### src/design/gdd_pkg.sv
`timescale 1ns / 1ps

package gdd_pkg;

  // Field widths of the date fields and the day count
  localparam int DAY_W   = 5;
  localparam int MONTH_W = 4;
  localparam int YEAR_W  = 14;
  localparam int COUNT_W = 23;

  // Default upper bound on the year
  localparam int MAX_YEAR_DEF = 9999;

  // Shared multiply-add unit operand and accumulator widths
  localparam int ACC_W = 32;
  localparam int OPA_W = 24;
  localparam int OPB_W = 16;

  // floor(x / 100) == (x * RECIP_100) >> RECIP_SHIFT, exact for x < 43699
  localparam logic [OPB_W-1:0] RECIP_100   = 16'd5243;
  localparam int               RECIP_SHIFT = 19;
  localparam int               QUOT_W      = 8;

  localparam logic [MONTH_W-1:0] FEBRUARY = 4'd2;
  localparam logic [DAY_W-1:0]   LEAP_DAY = 5'd29;

  // Largest magnitude the signed count can hold
  localparam logic [OPA_W-1:0] COUNT_MAX = 24'd4194303;

  typedef struct packed {
    logic [DAY_W-1:0]   start_day;
    logic [MONTH_W-1:0] start_month;
    logic [YEAR_W-1:0]  start_year;
    logic [DAY_W-1:0]   end_day;
    logic [MONTH_W-1:0] end_month;
    logic [YEAR_W-1:0]  end_year;
    logic               count_end_day;
  } gdd_in_t;

  typedef struct packed {
    logic signed [COUNT_W-1:0] day_count;
    logic                      date_invalid;
  } gdd_out_t;

  // One operation of the shared unit: acc = c +/- a * b
  typedef struct packed {
    logic             en;
    logic             sub;
    logic [OPA_W-1:0] a;
    logic [OPB_W-1:0] b;
    logic [ACC_W-1:0] c;
  } gdd_op_t;

endpackage

### src/design/gdd_muladd.sv
`timescale 1ns / 1ps

module gdd_muladd (
  input  logic                      clk,
  input  gdd_pkg::gdd_op_t          op,
  output logic [gdd_pkg::ACC_W-1:0] acc
);
  import gdd_pkg::*;

  logic [OPA_W+OPB_W-1:0] prod;
  logic [ACC_W-1:0]       prod_lo;
  logic [ACC_W-1:0]       acc_r;
  logic [ACC_W-1:0]       acc_nxt;

  // Product, then add or subtract onto the addend (wraps mod 2^ACC_W)
  assign prod    = op.a * op.b;
  assign prod_lo = prod[ACC_W-1:0];
  assign acc_nxt = op.sub ? (op.c - prod_lo) : (op.c + prod_lo);

  always_ff @(posedge clk) begin
    if (op.en) begin
      acc_r <= acc_nxt;
    end
  end

  assign acc = acc_r;

endmodule

### src/design/gdd_seq.sv
`timescale 1ns / 1ps

module gdd_seq (
  input  logic              clk,
  input  logic              rst_n,
  input  logic              start,
  input  gdd_pkg::gdd_in_t  item,
  output logic              done,
  output gdd_pkg::gdd_out_t result
);
  import gdd_pkg::*;

  // Per-date step codes; date A runs 0..10, date B runs 11..21
  localparam logic [3:0] K_RECIP_Y  = 4'd0;
  localparam logic [3:0] K_MUL100   = 4'd1;
  localparam logic [3:0] K_MUL400   = 4'd2;
  localparam logic [3:0] K_RECIP_P  = 4'd3;
  localparam logic [3:0] K_MUL365   = 4'd4;
  localparam logic [3:0] K_ADD_P4   = 4'd5;
  localparam logic [3:0] K_SUB_Q    = 4'd6;
  localparam logic [3:0] K_ADD_Q4   = 4'd7;
  localparam logic [3:0] K_ADD_DBM  = 4'd8;
  localparam logic [3:0] K_ADD_DAY  = 4'd9;
  localparam logic [3:0] K_ADD_LEAP = 4'd10;

  localparam logic [4:0] S_DATE_B = 5'd11;
  localparam logic [4:0] S_DIFF   = 5'd22;
  localparam logic [4:0] S_ABS    = 5'd23;
  localparam logic [4:0] S_INC    = 5'd24;
  localparam logic [4:0] S_SIGN   = 5'd25;
  localparam logic [4:0] S_DONE   = 5'd26;

  // Days before each month in a common year
  function automatic logic [8:0] days_before(input logic [MONTH_W-1:0] m);
    logic [8:0] r;
    case (m)
      4'd1:    r = 9'd0;
      4'd2:    r = 9'd31;
      4'd3:    r = 9'd59;
      4'd4:    r = 9'd90;
      4'd5:    r = 9'd120;
      4'd6:    r = 9'd151;
      4'd7:    r = 9'd181;
      4'd8:    r = 9'd212;
      4'd9:    r = 9'd243;
      4'd10:   r = 9'd273;
      4'd11:   r = 9'd304;
      4'd12:   r = 9'd334;
      default: r = 9'd0;
    endcase
    return r;
  endfunction

  logic             busy_r, busy_nxt;
  logic [4:0]       step_r, step_nxt;
  logic [QUOT_W-1:0] qy_r, qp_r;
  logic             div100_r, div400_r;
  logic             bad_r, bad_nxt;
  logic             neg_r;
  logic [OPA_W-1:0] serial_a_r;

  logic [ACC_W-1:0]   acc;
  gdd_op_t            op;
  logic               sel_b;
  logic [3:0]         k;
  logic [4:0]         k_wide;
  logic [DAY_W-1:0]   cur_d;
  logic [MONTH_W-1:0] cur_m;
  logic [YEAR_W-1:0]  cur_y;
  logic [YEAR_W-1:0]  cur_p;
  logic [QUOT_W-1:0]  q_now;
  logic               leap;
  logic [OPA_W:0]     mag;
  logic [OPA_W-1:0]   mag_sat;

  gdd_muladd u_unit (
    .clk (clk),
    .op  (op),
    .acc (acc)
  );

  // Date being worked on and its local step
  assign sel_b  = (step_r >= S_DATE_B);
  assign k_wide = sel_b ? (step_r - S_DATE_B) : step_r;
  assign k      = k_wide[3:0];
  assign cur_d  = sel_b ? item.end_day   : item.start_day;
  assign cur_m  = sel_b ? item.end_month : item.start_month;
  assign cur_y  = sel_b ? item.end_year  : item.start_year;
  assign cur_p  = cur_y - YEAR_W'(1);
  assign q_now  = acc[RECIP_SHIFT +: QUOT_W];
  assign leap   = ((cur_y[1:0] == 2'd0) && !div100_r) || div400_r;

  // Magnitude clamp before the sign is applied
  assign mag     = acc[OPA_W:0];
  assign mag_sat = (mag > {1'b0, COUNT_MAX}) ? COUNT_MAX : mag[OPA_W-1:0];

  // Operation issued to the shared unit for this step
  always_comb begin
    op     = '0;
    op.en  = busy_r && (step_r != S_DONE);
    op.b   = OPB_W'(1);
    op.c   = acc;
    if (step_r >= S_DIFF) begin
      case (step_r)
        S_DIFF: begin
          op.a   = serial_a_r;
          op.sub = 1'b1;
        end
        S_ABS: begin
          op.a   = acc[OPA_W-1:0];
          op.sub = acc[ACC_W-1];
          // negative difference is taken from 2^OPA_W so the upper bits come out clear
          op.c   = acc[ACC_W-1] ? ACC_W'(1 << OPA_W) : '0;
        end
        S_INC: begin
          op.a = OPA_W'(item.count_end_day);
        end
        S_SIGN: begin
          op.a   = mag_sat;
          op.sub = neg_r;
          op.c   = '0;
        end
        default: begin
          op.a = '0;
        end
      endcase
    end else begin
      case (k)
        K_RECIP_Y: begin
          op.a = OPA_W'(cur_y);
          op.b = RECIP_100;
          op.c = '0;
        end
        K_MUL100: begin
          op.a = OPA_W'(q_now);
          op.b = OPB_W'(100);
          op.c = '0;
        end
        K_MUL400: begin
          op.a = OPA_W'(qy_r >> 2);
          op.b = OPB_W'(400);
          op.c = '0;
        end
        K_RECIP_P: begin
          op.a = OPA_W'(cur_p);
          op.b = RECIP_100;
          op.c = '0;
        end
        K_MUL365: begin
          op.a = OPA_W'(cur_p);
          op.b = OPB_W'(365);
          op.c = '0;
        end
        K_ADD_P4:   op.a = OPA_W'(cur_p >> 2);
        K_SUB_Q: begin
          op.a   = OPA_W'(qp_r);
          op.sub = 1'b1;
        end
        K_ADD_Q4:   op.a = OPA_W'(qp_r >> 2);
        K_ADD_DBM:  op.a = OPA_W'(days_before(cur_m));
        K_ADD_DAY:  op.a = OPA_W'(cur_d);
        K_ADD_LEAP: op.a = OPA_W'((cur_m > FEBRUARY) && leap);
        default:    op.a = '0;
      endcase
    end
  end

  // Step counter and the invalid leap day flag
  always_comb begin
    busy_nxt = busy_r;
    step_nxt = step_r;
    bad_nxt  = bad_r;
    if (start) begin
      busy_nxt = 1'b1;
      step_nxt = '0;
      bad_nxt  = 1'b0;
    end else if (busy_r) begin
      if (step_r == S_DONE) begin
        busy_nxt = 1'b0;
      end else begin
        step_nxt = step_r + 5'd1;
      end
      if ((step_r < S_DIFF) && (k == K_ADD_LEAP) && (cur_m == FEBRUARY) &&
          (cur_d == LEAP_DAY) && !leap) begin
        bad_nxt = 1'b1;
      end
    end
  end

  always_ff @(posedge clk) begin
    if (!rst_n) begin
      busy_r <= 1'b0;
      step_r <= '0;
      bad_r  <= 1'b0;
    end else begin
      busy_r <= busy_nxt;
      step_r <= step_nxt;
      bad_r  <= bad_nxt;
    end
  end

  // Side registers latched from the unit's result
  always_ff @(posedge clk) begin
    if (busy_r && (step_r < S_DIFF)) begin
      if (k == K_MUL100)  qy_r     <= q_now;
      if (k == K_MUL400)  div100_r <= (acc[OPA_W-1:0] == OPA_W'(cur_y));
      if (k == K_RECIP_P) div400_r <= (acc[OPA_W-1:0] == OPA_W'(cur_y));
      if (k == K_MUL365)  qp_r     <= q_now;
    end
    if (busy_r && (step_r == S_DATE_B)) begin
      serial_a_r <= acc[OPA_W-1:0];
    end
    if (busy_r && (step_r == S_ABS)) begin
      neg_r <= acc[ACC_W-1];
    end
  end

  assign done                = busy_r && (step_r == S_DONE);
  assign result.day_count    = bad_r ? '0 : acc[COUNT_W-1:0];
  assign result.date_invalid = bad_r;

endmodule

### src/design/gregorian_date_difference.sv
`timescale 1ns / 1ps
// Gregorian date difference: signed days from the first date to the second.
// Dates that fail the range check go straight to the result; valid dates take a 27-step
// walk through the one shared multiply-add unit. One item at a time, in_ready low
// meanwhile, so a new item is taken only after the result has been taken.
// Reset (rst_n, synchronous, active low) empties the block.
module gregorian_date_difference #(
  parameter int MAX_YEAR = gdd_pkg::MAX_YEAR_DEF
) (
  input  logic              clk,
  input  logic              rst_n,
  input  logic              in_valid,
  output logic              in_ready,
  input  gdd_pkg::gdd_in_t  in_item,
  output logic              out_valid,
  input  logic              out_ready,
  output gdd_pkg::gdd_out_t out_item
);
  import gdd_pkg::*;

  localparam logic [1:0] ST_IDLE = 2'd0;
  localparam logic [1:0] ST_RUN  = 2'd1;
  localparam logic [1:0] ST_DONE = 2'd2;

  // Longest possible day of a month, leap year assumed for February
  function automatic logic [DAY_W-1:0] day_limit(input logic [MONTH_W-1:0] m);
    logic [DAY_W-1:0] r;
    case (m)
      FEBRUARY:                r = LEAP_DAY;
      4'd4, 4'd6, 4'd9, 4'd11: r = 5'd30;
      default:                 r = 5'd31;
    endcase
    return r;
  endfunction

  function automatic logic date_ok(input logic [DAY_W-1:0] d,
                                   input logic [MONTH_W-1:0] m,
                                   input logic [YEAR_W-1:0] y);
    logic ok;
    ok = (m inside {[4'd1:4'd12]}) && (y != '0) &&
         ({1'b0, y} <= 15'(MAX_YEAR)) && (d != '0) && (d <= day_limit(m));
    return ok;
  endfunction

  logic [1:0] state_r, state_nxt;
  gdd_in_t    item_r;
  gdd_out_t   out_r;
  logic       accept;
  logic       in_ok;
  logic       seq_start;
  logic       seq_done;
  gdd_out_t   seq_result;

  assign in_ready  = (state_r == ST_IDLE);
  assign out_valid = (state_r == ST_DONE);
  assign out_item  = out_r;
  assign accept    = in_valid && in_ready;
  assign in_ok     = date_ok(in_item.start_day, in_item.start_month, in_item.start_year) &&
                     date_ok(in_item.end_day, in_item.end_month, in_item.end_year);
  assign seq_start = accept && in_ok;

  gdd_seq u_seq (
    .clk    (clk),
    .rst_n  (rst_n),
    .start  (seq_start),
    .item   (item_r),
    .done   (seq_done),
    .result (seq_result)
  );

  // Handshake sequencing
  always_comb begin
    state_nxt = state_r;
    case (state_r)
      ST_IDLE: if (accept) state_nxt = in_ok ? ST_RUN : ST_DONE;
      ST_RUN:  if (seq_done) state_nxt = ST_DONE;
      ST_DONE: if (out_ready) state_nxt = ST_IDLE;
      default: state_nxt = ST_IDLE;
    endcase
  end

  always_ff @(posedge clk) begin
    if (!rst_n) begin
      state_r <= ST_IDLE;
    end else begin
      state_r <= state_nxt;
    end
  end

  // Input item and result registers
  always_ff @(posedge clk) begin
    if (accept) begin
      item_r <= in_item;
      if (!in_ok) begin
        out_r.day_count    <= '0;
        out_r.date_invalid <= 1'b1;
      end
    end
    if ((state_r == ST_RUN) && seq_done) begin
      out_r <= seq_result;
    end
  end

endmodule
### config.mk
export PLATFORM = sky130hd
export DESIGN_NAME = gregorian_date_difference
export DESIGN_NICKNAME = d
export VERILOG_FILES = /design/src/design/gdd_pkg.sv /design/src/design/gdd_muladd.sv /design/src/design/gdd_seq.sv /design/src/design/gregorian_date_difference.sv
export SDC_FILE = /design/constraint.sdc
export NUM_CORES = 1
export LEC_CHECK = 0
export BUFFER_PORTS_ARGS = -buffer_cell sky130_fd_sc_hd__buf_2
export CORE_ASPECT_RATIO = 1.75
export CORE_UTILIZATION = 30
export CTS_BUF_LIST = sky130_fd_sc_hd__clkbuf_4 sky130_fd_sc_hd__clkbuf_8
export DETAILED_ROUTE_END_ITERATION = 8
export GPL_ROUTABILITY_DRIVEN = 0
export GPL_TIMING_DRIVEN = 0
export PLACE_DENSITY = 0.53
export SLEW_MARGIN = 0
export SYNTH_ARGS = -nofsm -noshare
export SYNTH_HDL_FRONTEND = slang
export SYNTH_SLANG_ARGS = --single-unit
### constraint.sdc
create_clock -name clk -period 14.6 [get_ports clk]
set_input_delay 2.19 -clock clk [delete_from_list [all_inputs] [get_ports clk]]
set_output_delay 2.19 -clock clk [all_outputs]
set_load 0.005 [all_outputs]
==> results of run 1 <==
## state kept, by name (all words and copies together) (netlist names)
register,cells
item_r,47
out_item,24
state_r,2
u_seq.bad_r,1
u_seq.busy_r,1
u_seq.div100_r,1
u_seq.div400_r,1
u_seq.neg_r,1
u_seq.qp_r,8
u_seq.qy_r,6
u_seq.serial_a_r,24
u_seq.step_r,5
u_seq.u_unit.acc,32
## routing by layer
layer | vias up | track usage, % | wire (um)
met5 | - | 0 | 0
met3 | 120 | 2.332 | 2156
met1 | 7386 | 19.13 | 20130
li1 | 7034 | - | -
met4 | 0 | 10.62 | 3535
met2 | 410 | 32.84 | 29830
## synthesized netlist by cell type (all sizes together), types with 5 or more instances
cell	n	area [um^2]
a31oi	21	131.4
o21a	20	150.1
nand2	127	476.7
a211o	10	88.84
or4	5	37.54
nor2	149	559.3
a22oi	7	57.55
buf	16	91.34
a21o	36	270.3
a211oi	13	127.6
mux2i	25	287.8
nand2b	24	150.1
a2111oi	8	88.83
nand3b	6	45.04
a221o	9	90.09
inv	309	1160
fa	190	3804
o21bai	6	45.04
nor4b	5	58.80
nand4	19	131.4
dfxtp	9	180.2
xor2	32	280.3
or2	9	56.30
o21ai	78	394.1
a32o	5	50.05
clkbuf	42	157.7
a41oi	6	60.06
a21oi	86	441.7
xnor2	75	656.9
and3	9	56.30
o211ai	10	80.07
nor4	19	118.9
nor3	29	156.4
nand3	24	120.1
nor2b	28	175.2
nor3b	6	45.04
edfxtp	144	4324
and4	7	61.31
or3	5	31.28
ha	181	2265
o2111ai	8	70.07
a221oi	13	113.9
and2	73	456.7
## how the worst max path moves through the flow
| stage | start | cells past startpoint | slack, ns | to |
|---|---|---|---|---|
| 2_1_floorplan | u_seq.step_r[0]$_SDFFE_PP0P_ | 42 | 3.31 | u_seq.u_unit.acc[31]$_DFFE_PP_ |
| 3_3_place_gp | u_seq.step_r[0]$_SDFFE_PP0P_ | 41 | 1.27 | u_seq.u_unit.acc[31]$_DFFE_PP_ |
| 3_5_place_dp | u_seq.step_r[0]$_SDFFE_PP0P_ | 41 | 1.04 | u_seq.u_unit.acc[31]$_DFFE_PP_ |
| 4_1_cts | u_seq.step_r[0]$_SDFFE_PP0P_ | 41 | 0.99 | u_seq.u_unit.acc[31]$_DFFE_PP_ |
| 5_1_grt | u_seq.step_r[0]$_SDFFE_PP0P_ | 44 | 0.37 | u_seq.u_unit.acc[31]$_DFFE_PP_ |
| 6_report | u_seq.step_r[0]$_SDFFE_PP0P_ | 41 | 1.07 | u_seq.u_unit.acc[31]$_DFFE_PP_ |
## area by class of cell
cell class	count	area (um^2)	area share (%)
clock inverters	14	163.9	0.7781
diodes	1	2.502	0.01188
inverters	310	1164	5.524
flip-flops and latches	153	4504	21.38
plain buffers	58	249.0	1.182
repair buffers	84	485.5	2.305
clock buffers	17	234.0	1.111
multi-input cells	1542	13260	62.96
well taps	799	999.7	4.746
## logic make-up after synthesis
logic type	share of synthesized area [%]
xor+xnor	5.111
flops	23.99
simple gates	15.13
other cells	0.03999
buf+inv	7.523
fa+ha+maj	32.32
mux	1.732
compound gates	14.17
## critical path: cells and delay by family, from the launching register on
family,cells,cell delay (ns)
AO/OA/AOI/OAI,16,4.89
XOR/XNOR,3,0.94
adder cells (fa/ha/maj),10,4.57
buffers and inverters,6,1.01
flip-flops,1,0.39
multiplexers,1,0.59
AND/OR/NAND/NOR,5,0.82
## stage by stage
| step | utilization (%) | instances | instance area (um^2) | hold slack, ns |
|---|---|---|---|---|
| after global routing | 33.93 | 2978 | 21060 | 0.5606 |
| after global placement | 33.07 | 2938 | 20530 | 0.4941 |
| after CTS | 33.93 | 2977 | 21060 | 0.5438 |
| after detailed placement | 33.29 | 2946 | 20660 | 0.5185 |
| final | 33.93 | 2978 | 21060 | 0.5298 |
| after floorplan | - | 2063 | 19150 | 0.4378 |
==> summary.txt, run 1 <==
Status
  • Status: finished, final reports clean

STA
  • Post-route minimum period: 13.53 ns
  • Final Worst Setup Slack: 1.067 ns
  • Worst slew pin tran: approximately 1.4 ns
  • Max-slew violations: 0
  • RSZ-0062 raised after global routing: no
  • Setup violations, final: 0
  • Setup Skew: roughly 0.023 ns
  • Setup TNS Final: 0 ns
  • Normalized max-slew margin: 2.720%
  • Final Hold Fails: 0
  • Fin crit share: 92.69%
  • Fmax: 0.07389 GHz

Detailed routing
  • Iteration-0 DRC Markers: 968
  • DRT Pass-1 Iters: 5
  • Vias: roughly 15000
  • ANT nets after route: 0
  • Routed Wire Length: 55.65 mm
  • Via-per-instance ratio: ~5
  • DRC violations left: 0
  • Routed len/inst: 18.69 um

Min path
  • Hold Path Depth: 2
  • Worst hold path type: reg2reg
  • Hold Path Sink: u_seq.bad_r$_SDFFE_PP0P_
  • Min-delay src: u_seq.bad_r$_SDFFE_PP0P_

Clock tree
  • Root buf cell: clkbuf_8
  • Clk sinks: approximately 150
  • Inserted Clock Buffers: 17
  • Hold_buf cts: 0
  • CTS clock-pin slew for the worst setup and hold paths: 0.11 ns
  • Post-CTS Setup Inserts: 0
  • Clock Path Buffers: 2
  • H-tree depth: 4
  • CTS tree: yes
  • Post-cts sizing count: 0
  • Worst-Skew Late Latency: about 0.51 ns

Worst setup path
  • R2r endpoint: u_seq.u_unit.acc[31]$_DFFE_PP_
  • CP Max Fanout: 10
  • CP startpoint kind: flop
  • WP data arrival: 13.78 ns
  • Worst path required time: 14.85 ns
  • CP Capture Type: flop
  • Worst R2R Start: u_seq.step_r[0]$_SDFFE_PP0P_
  • Largest stage delay, worst path: around 0.7 ns
  • CP max-delay cell: o21ai_1
  • R2R depth: 41
  • Critical path class: reg2reg
  • Internal reg-to-reg setup slack: approximately 1.1 ns
  • CP dominant cell by count: fa_1

Synthesis
  • Post-synth top flop: edfxtp_1
  • Avg Cell Area, Syn: between 9 and 10 um^2
  • Cell Area, Synth: 18780 um^2
  • Mapped Cells: 1965
  • Seq/Total Area, Yosys: 23.99%
  • Yosys reg bits: between 150 and 200
  • Synth unique cells: 95
  • YS warnings: 0
  • EDFF count, synth: 144
  • Post-synth ARST share: 0%

Floorplanning
  • Area of the core: between 60000 and 70000 um^2
  • Initial Util: 30.25%
  • Die area: 63640 um^2
  • Die height: between 300 and 400 um
  • Boundary pin count: 77
  • Die X: ~190 um
  • Rows: 121

Global route
  • Initial antenna violation count: 1
  • Global route overflow: 0
  • First-pass GRT wire length: 86.47 mm
  • Largest net degree at the start of global routing: 44
  • Number of global-route vias before repair: 15472
  • Gr usage total: 17.87%

Finish
  • Most common cell after layout, fill and taps aside: inv_1
  • Layout area overhead: 12.17%
  • Most frequent cells in the layout: inv_1 (308), fa_1 (190), ha_1 (181)
  • Nets@finish: 2588
  • Fill cells: 6475
  • Layout cell share with drive strength beyond 1: 7.897%

Place
  • Pre-CTS WS: 1.042 ns
  • Dpl hpwl: 46.99 mm
  • Port-buffer cells: 76

Job
  • Max Cap Viol: 0
Power of run 1 is left out: the tool's default activity adds up to more than one toggle a clock period on the data nets, which glitch-free logic cannot reach.
==> run 2, diff against run 1 <==
ABC_AREA = 1   (was not set)
REMOVE_ABC_BUFFERS = 1   (was not set)
==> run 2 against run 1 <==
Synthesized cell count is 21% higher. Clock skew is 0.0033 ns lower. Hold slack worse by 0.081 ns. Fmax is 10% higher. Count of clock-buffer cells in the layout is 1 higher. Setup slack better by 1.2 ns. Critical path depth is 15 higher. Final cell count is 13% higher. First-iteration DRC count is 23% lower.
==> summary.txt, run 2 <==
Global route
  • Initial antenna violation count: 0 (-1)
  • Number of global-route vias before repair: 17166 (+11%)
  • First-pass GRT wire length: 91.55 mm (+5.9%)
  • Gr usage total: 18.09% (+0.21 points)
  • Global route overflow: 0 (unchanged)
  • Largest net degree at the start of global routing: 40 (-9.1%)

Clock tree
  • Inserted Clock Buffers: 17 (unchanged)
  • Worst-Skew Late Latency: 0.48 ns (-0.03 ns)
  • Post-CTS Setup Inserts: 0 (unchanged)
  • Clk sinks: 153 (unchanged)
  • Clock Path Buffers: 2 (unchanged)
  • CTS clock-pin slew for the worst setup and hold paths: 0.10 ns (about the same)
  • Post-cts sizing count: 0 (unchanged)
  • H-tree depth: 4 (unchanged)
  • CTS tree: yes
  • Root buf cell: clkbuf_8
  • Hold_buf cts: 0 (unchanged)

Synthesis
  • Seq/Total Area, Yosys: 23.25% (-0.74 points)
  • Multiplexer share of the synthesized area: 0% (-1.7 points)
  • Yosys reg bits: 153 (unchanged)
  • Post-Synth Simple-Gate Area: 20.93% (+5.8 points)
  • Synth Area in Adders: 31.32% (-0.99 points)
  • Mapped Cells: 2383 (+21%)
  • Leading area contributor after synthesis: edfxtp_1
  • Synth unique cells: 64 (-33%)
  • Top cells by area, synth: edfxtp_1 (22%), fa_1 (20%), ha_1 (12%)
  • Largest family of logic cells by synthesized area: adder cells
  • YS warnings: 0 (unchanged)
  • Most frequent cell after synthesis: inv_1
  • EDFF count, synth: 144 (unchanged)
  • Post-synth ARST share: 0% (unchanged)
  • Avg Cell Area, Syn: 8.129 um^2 (-15%)
  • Area share of xor/xnor cells in the synthesized design: 3.972% (-1.1 points)
  • Post-synth top flop: edfxtp_1
  • Top cells by count, synth: inv_1 (517), nand2_1 (448), nor2_1 (214), fa_1 (190), ha_1 (181)
  • Compound-Gate Fraction of Synth Area: 9.023% (-5.1 points)
  • Cell Area, Synth: 19370 um^2 (+3.2%)
  • Yosys top cell area share: 22.32% (-0.71 points)

Worst setup path
  • Critical Path End: u_seq.u_unit.acc[31]$_DFFE_PP_
  • CP startpoint kind: flop
  • CP Capture Type: flop
  • Worst R2R Start: u_seq.step_r[0]$_SDFFE_PP0P_
  • CP max-delay cell: fa_1
  • Largest stage delay, worst path: 0.56 ns (-0.16 ns)
  • R2r endpoint: u_seq.u_unit.acc[31]$_DFFE_PP_
  • CP dominant cell by count: nand2_1
  • CP Max Fanout: 39 (+29)
  • Critical path class: reg2reg
  • CP Launch Point: u_seq.step_r[0]$_SDFFE_PP0P_
  • R2R depth: 56 (+37%)
  • Worst path required time: 14.84 ns (about the same)
  • Internal reg-to-reg setup slack: 2.29 ns (+1.23 ns)
  • WP data arrival: 12.55 ns (-1.23 ns)

Detailed routing
  • Routed len/inst: 17.30 um (-7.4%)
  • Via-per-instance ratio: 4.782 (-4.8%)
  • Routed wl met2: 31.63 mm (+6.0%)
  • Iteration-0 DRC Markers: 748 (-23%)
  • Wire length on met1: 19.69 mm (-2.2%)
  • DRC violations left: 0 (unchanged)
  • DR top layer: met4
  • Routed Wire Length: 58.30 mm (+4.8%)
  • Vias: 16109 (+7.8%)
  • ANT nets after route: 0 (unchanged)
  • DRT Pass-1 Iters: 6 (+1)
  • WL met3: 1.493 mm (-31%)

Status
  • Status: finished, final reports clean

Place
  • Pre-CTS WS: 2.350 ns (+1.308 ns)
  • Port-buffer cells: 76 (unchanged)
  • Dpl hpwl: 50.42 mm (+7.3%)

Floorplanning
  • Boundary pin count: 77 (unchanged)
  • Die height: 338.2 um (+1.6%)
  • Die X: 194.1 um (+1.6%)
  • Initial Util: 30.51% (+0.26 points)
  • Rows: 122 (+0.83%)
  • Die area: 65630 um^2 (+3.1%)
  • Area of the core: 63500 um^2 (+2.3%)

Finish
  • Register with the most flip-flops: item_r
  • Most common cell after layout, fill and taps aside: inv_1
  • Layout area overhead: 10.77%
  • Fill cells: 6751 (+4.3%)
  • Nets@finish: 2972 (+15%)
  • Layout cell share with drive strength beyond 1: 8.701% (+0.80 points)
  • Max FFs per register: 47 (unchanged)
  • Most frequent cells in the layout: inv_1 (516), nand2_1 (448), nor2_1 (211)
  • N_diodes: 0 (-1)

STA
  • Max-slew violations: 0 (unchanged)
  • Final Hold Fails: 0 (unchanged)
  • Normalized max-slew margin: 14.23% (+12 points)
  • Worst slew pin tran: 1.281 ns (-0.1630 ns)
  • Setup violations, final: 0 (unchanged)
  • Final Worst Setup Slack: 2.293 ns (+1.226 ns)
  • Setup TNS Final: 0 ns (unchanged)
  • Fmax: 0.08125 GHz (+10%)
  • RSZ-0062 raised after global routing: no
  • Setup Skew: 0.01980 ns (-0.003344 ns)
  • Fin crit share: 84.30% (-8.4 points)
  • Post-route minimum period: 12.31 ns (-1.226 ns)

Min path
  • Worst hold path type: reg2reg

Job
  • Max Cap Viol: 0 (unchanged)
==> run 2: changes by cell type after synthesis, sizes merged, moves of 29 or more <==
cell    delta
xnor2     -51
nand3     +60
nand2    +350
and2      -71
nand4     +29
inv      +230
clkbuf    -32
nor2      +86
xor2      +31
a21o      -33
==> run 2: area by class of cell <==
type                            instances  area [um^2]  share of cell area, %
Multi-Input combinational cell       1758        13040                  60.78
Clock buffer                           18        241.5                  1.125
Timing Repair Buffer                   81        457.9                  2.134
Sequential cell                       153         4504                  20.99
Clock inverter                         14        177.7                 0.8280
Tap cell                              806         1008                  4.700
Inverter                              539         2026                  9.440
==> run 2: critical path, delay by kind of cell, from the launching register on <==
family          cells  cell delay [ns]
compound gates      6             1.71
buf+inv            11             1.03
flops               1             0.48
xor+xnor            2             0.44
fa+ha+maj          10             4.45
simple gates       27             3.94
==> run 2: worst min path at each step <==
stage / cells after the start / start / end / slack [ns]
CTS: 0 / u_seq.u_unit.acc[13]$_DFFE_PP_ / u_seq.serial_a_r[13]$_DFFE_PP_ / 0.46
global route: 0 / u_seq.u_unit.acc[13]$_DFFE_PP_ / u_seq.serial_a_r[13]$_DFFE_PP_ / 0.46
floorplan: 0 / u_seq.u_unit.acc[31]$_DFFE_PP_ / u_seq.neg_r$_DFFE_PP_ / 0.43
detailed placement: 0 / u_seq.u_unit.acc[13]$_DFFE_PP_ / u_seq.serial_a_r[13]$_DFFE_PP_ / 0.43
global placement: 0 / u_seq.u_unit.acc[13]$_DFFE_PP_ / u_seq.serial_a_r[13]$_DFFE_PP_ / 0.43
finish: 0 / u_seq.u_unit.acc[13]$_DFFE_PP_ / u_seq.serial_a_r[13]$_DFFE_PP_ / 0.45
==> run 2: cells by family (layout without fill, tap and decap cells) <==
kind of cell               after synthesis  after routing
and+or+nand+nor                        919            919
buffers and inverters                  570            652
adders and majority gates              371            371
AOI/OAI and AO/OA                      281            281
DFF                                    153            153
xor gates and xnor gates                87             87
other                                    2            100
==> run 2: metal layers <==
metal | global-route usage [%] | up-vias
met5 | 0 | -
met4 | 14.58 | 0
met3 | 1.723 | 168
met2 | 35.03 | 370
met1 | 17.07 | 7750
li1 | - | 7821
==> run 2: per-stage QoR <==
stage,std cells,area (um^2),hold WS [ns],util (%)
floorplan,2450,19550,0.4264,-
global placement,3332,20940,0.4279,32.97
detailed placement,3337,21040,0.4331,33.13
CTS,3369,21460,0.4574,33.79
global route,3369,21460,0.4609,33.79
finish,3369,21460,0.4483,33.79
Power of run 2 is left out for the same reason.
==> run 3, diff against run 2 <==
ABC_AREA = 0   (was 1)
clock period = 12.4 ns   (was 14.6 ns; I/O delays follow)
==> run 3 against run 2 <==
Die area shrank 3.0%. Via count down 8.3%. Fmax rose by 2.3%. Utilization up 0.82 points. Count of clock-buffer cells in the layout is 1 lower. Final cell count decreased by 12%. Setup slack got worse by 1.9 ns. Sequential share of layout area barely moved. Non-clock buffer count increased by 35. Global-route usage fell by 0.95 points.
==> summary.txt, run 3 (same netlist as run 1, synthesis figures left out) <==
Status
  • Status: finished, final reports clean

Worst setup path
  • CP Capture Type: flop
  • Internal reg-to-reg setup slack: 0.37 ns (-1.92 ns)
  • R2R depth: 41 (-27%)
  • CP bufs+invs: 5 (-6)
  • Worst path required time: 12.66 ns (-2.18 ns)
  • Levels on crit path: 41 (-27%)
  • CP startpoint kind: flop
  • R2r endpoint: u_seq.u_unit.acc[31]$_DFFE_PP_
  • CP Launch Point: u_seq.step_r[1]$_SDFFE_PP0P_
  • CP dominant cell by count: fa_1
  • Worst R2R Start: u_seq.step_r[1]$_SDFFE_PP0P_
  • Critical path class: reg2reg
  • Critical Path End: u_seq.u_unit.acc[31]$_DFFE_PP_
  • Crit path max-delay family: adder cells
  • CP Max Fanout: 22 (-44%)
  • WP data arrival: 12.29 ns (-0.26 ns)
  • CP max-delay cell: a2111oi_1
  • Largest stage delay, worst path: 0.64 ns (+0.08 ns)

Clock tree
  • Worst-Skew Late Latency: 0.52 ns (+0.04 ns)
  • H-tree depth: 4 (unchanged)
  • Root buf cell: clkbuf_8
  • Inserted Clock Buffers: 17 (unchanged)
  • CTS tree: yes
  • Clk sinks: 153 (unchanged)
  • Clock Path Buffers: 2 (unchanged)
  • Hold_buf cts: 0 (unchanged)
  • CTS clock-pin slew for the worst setup and hold paths: 0.10 ns (about the same)

STA
  • Setup violations, final: 0 (unchanged)
  • Final Hold Fails: 0 (unchanged)
  • Fmax: 0.08315 GHz (+2.3%)
  • Fin crit share: 96.99% (+13 points)
  • Normalized max-slew margin: 31.58% (+17 points)
  • Setup Skew: 0.02012 ns (+0.0003194 ns)
  • Worst slew pin tran: 1.024 ns (-0.2565 ns)
  • Final Worst Setup Slack: 0.3738 ns (-1.919 ns)
  • Max-slew violations: 0 (unchanged)
  • Fin Hold WS: 0.5445 ns (+0.09626 ns)
  • Post-route minimum period: 12.03 ns (-0.2809 ns)

Detailed routing
  • Routed len/inst: 17.90 um (+3.4%)
  • ANT nets after route: 0 (unchanged)
  • Via-per-instance ratio: 5.001 (+4.6%)
  • DRT Pass-1 Iters: 5 (-1)
  • DRC violations left: 0 (unchanged)
  • Routed Wire Length: 52.85 mm (-9.3%)
  • WL met3: 1.733 mm (+16%)
  • Vias: 14767 (-8.3%)
  • Wire length on met1: 19.95 mm (+1.3%)
  • Routed wl met2: 28.16 mm (-11%)
  • Iteration-0 DRC Markers: 769 (+2.8%)
  • DR top layer: met4

Finish
  • Nets@finish: 2562 (-14%)
  • Max FFs per register: 47 (unchanged)
  • Most common cell after layout, fill and taps aside: inv_1
  • Final core occ: 34.62% (+0.82 points)
  • Most frequent cells in the layout: inv_1 (308), fa_1 (190), ha_1 (179)
  • Layout area overhead: 14.43%
  • Register with the most flip-flops: item_r
  • Layout cell share with drive strength beyond 1: 11.38% (+2.7 points)

Global route
  • Gr usage total: 17.14% (-0.95 points)
  • Global route overflow: 0 (unchanged)
  • Initial antenna violation count: 2 (+2)
  • First-pass GRT wire length: 84.09 mm (-8.1%)
  • Largest net degree at the start of global routing: 44 (+10%)
  • Number of global-route vias before repair: 15445 (-10%)

Place
  • Port-buffer cells: 76 (unchanged)
  • Dpl hpwl: 43.94 mm (-13%)
  • Pre-CTS WS: -1.840 ns (-4.191 ns)

Floorplanning
  • Die height: 333.0 um (-1.5%)
  • Die area: 63640 um^2 (-3.0%)
  • Initial Util: 30.25% (-0.26 points)
  • Boundary pin count: 77 (unchanged)
  • Rows: 121 (-0.82%)
  • Die X: 191.1 um (-1.5%)
  • Area of the core: 62070 um^2 (-2.3%)

Min path
  • Worst hold path type: reg2reg

Job
  • Max Cap Viol: 0 (unchanged)
[run 3: changes by cell type in the layout (fill, tap and decap cells not counted), sizes merged, moves of 24 or more]
cell | previous run | this run
nand2 | 477 | 127
inv | 547 | 317
nor2 | 235 | 149
and2 | 2 | 73
nand3 | 84 | 24
xnor2 | 24 | 75
buf | 81 | 116
a21o | 3 | 36
xor2 | 63 | 32
nand4 | 48 | 19
nor2b | 0 | 28
a21oi | 112 | 86
mux2i | 0 | 25
nand2b | 0 | 24
[run 3: worst register-to-register path, delay by kind of cell (launching register included)]
kind / cells / cell delay [ns]
simple gates: 7 / 1.62
xor+xnor: 2 / 0.78
buf+inv: 5 / 0.39
flops: 1 / 0.44
mux: 1 / 0.37
compound gates: 16 / 4.06
fa+ha+maj: 10 / 4.11
[run 3: cell type report]
| class | instances | area, um^2 |
|---|---|---|
| Sequential cell | 153 | 4516 |
| Tap cell | 799 | 999.7 |
| Clock inverter | 15 | 191.4 |
| Antenna cell | 1 | 2.502 |
| Clock buffer | 17 | 234.0 |
| Fill cell | 6365 | 40590 |
| Inverter | 310 | 1165 |
| Timing Repair Buffer | 116 | 734.5 |
| Multi-Input combinational cell | 1542 | 13640 |
[run 3: per-stage QoR]
stage | instance area [um^2] | std cells | setup TNS [ns]
3_3_place_gp | 20280 | 2880 | -33.18
2_1_floorplan | 18900 | 2005 | 0
4_1_cts | 21210 | 2935 | 0
6_report | 21490 | 2953 | 0
5_1_grt | 21490 | 2953 | -0.02629
3_5_place_dp | 20480 | 2895 | -11.44
[run 3: metal layers]
metal / up-vias / GRT usage [%]
li1: 6997 / -
met1: 7284 / 18.75
met2: 371 / 31.83
met3: 115 / 1.425
met4: 0 / 9.726
met5: - / 0
[run 3: repair_timing]
action                                  4_1_cts  5_1_grt
resized for setup                            50       30
setup buffers                                 8       17
endpoints found under the setup margin       13        7
pin swaps                                     7        8
cloned                                        0        0
[run 3: how the worst min path moves through the flow]
stage | end | cells after the start | slack (ns) | start
final | u_seq.bad_r$_SDFFE_PP0P_ | 2 | 0.54 | u_seq.bad_r$_SDFFE_PP0P_
after global routing | u_seq.bad_r$_SDFFE_PP0P_ | 2 | 0.61 | u_seq.bad_r$_SDFFE_PP0P_
after CTS | u_seq.bad_r$_SDFFE_PP0P_ | 2 | 0.57 | u_seq.bad_r$_SDFFE_PP0P_
after detailed placement | u_seq.bad_r$_SDFFE_PP0P_ | 2 | 0.55 | u_seq.bad_r$_SDFFE_PP0P_
after global placement | u_seq.bad_r$_SDFFE_PP0P_ | 2 | 0.52 | u_seq.bad_r$_SDFFE_PP0P_
after floorplan | u_seq.bad_r$_SDFFE_PP0P_ | 2 | 0.44 | u_seq.bad_r$_SDFFE_PP0P_
Power of run 3 is left out for the same reason.
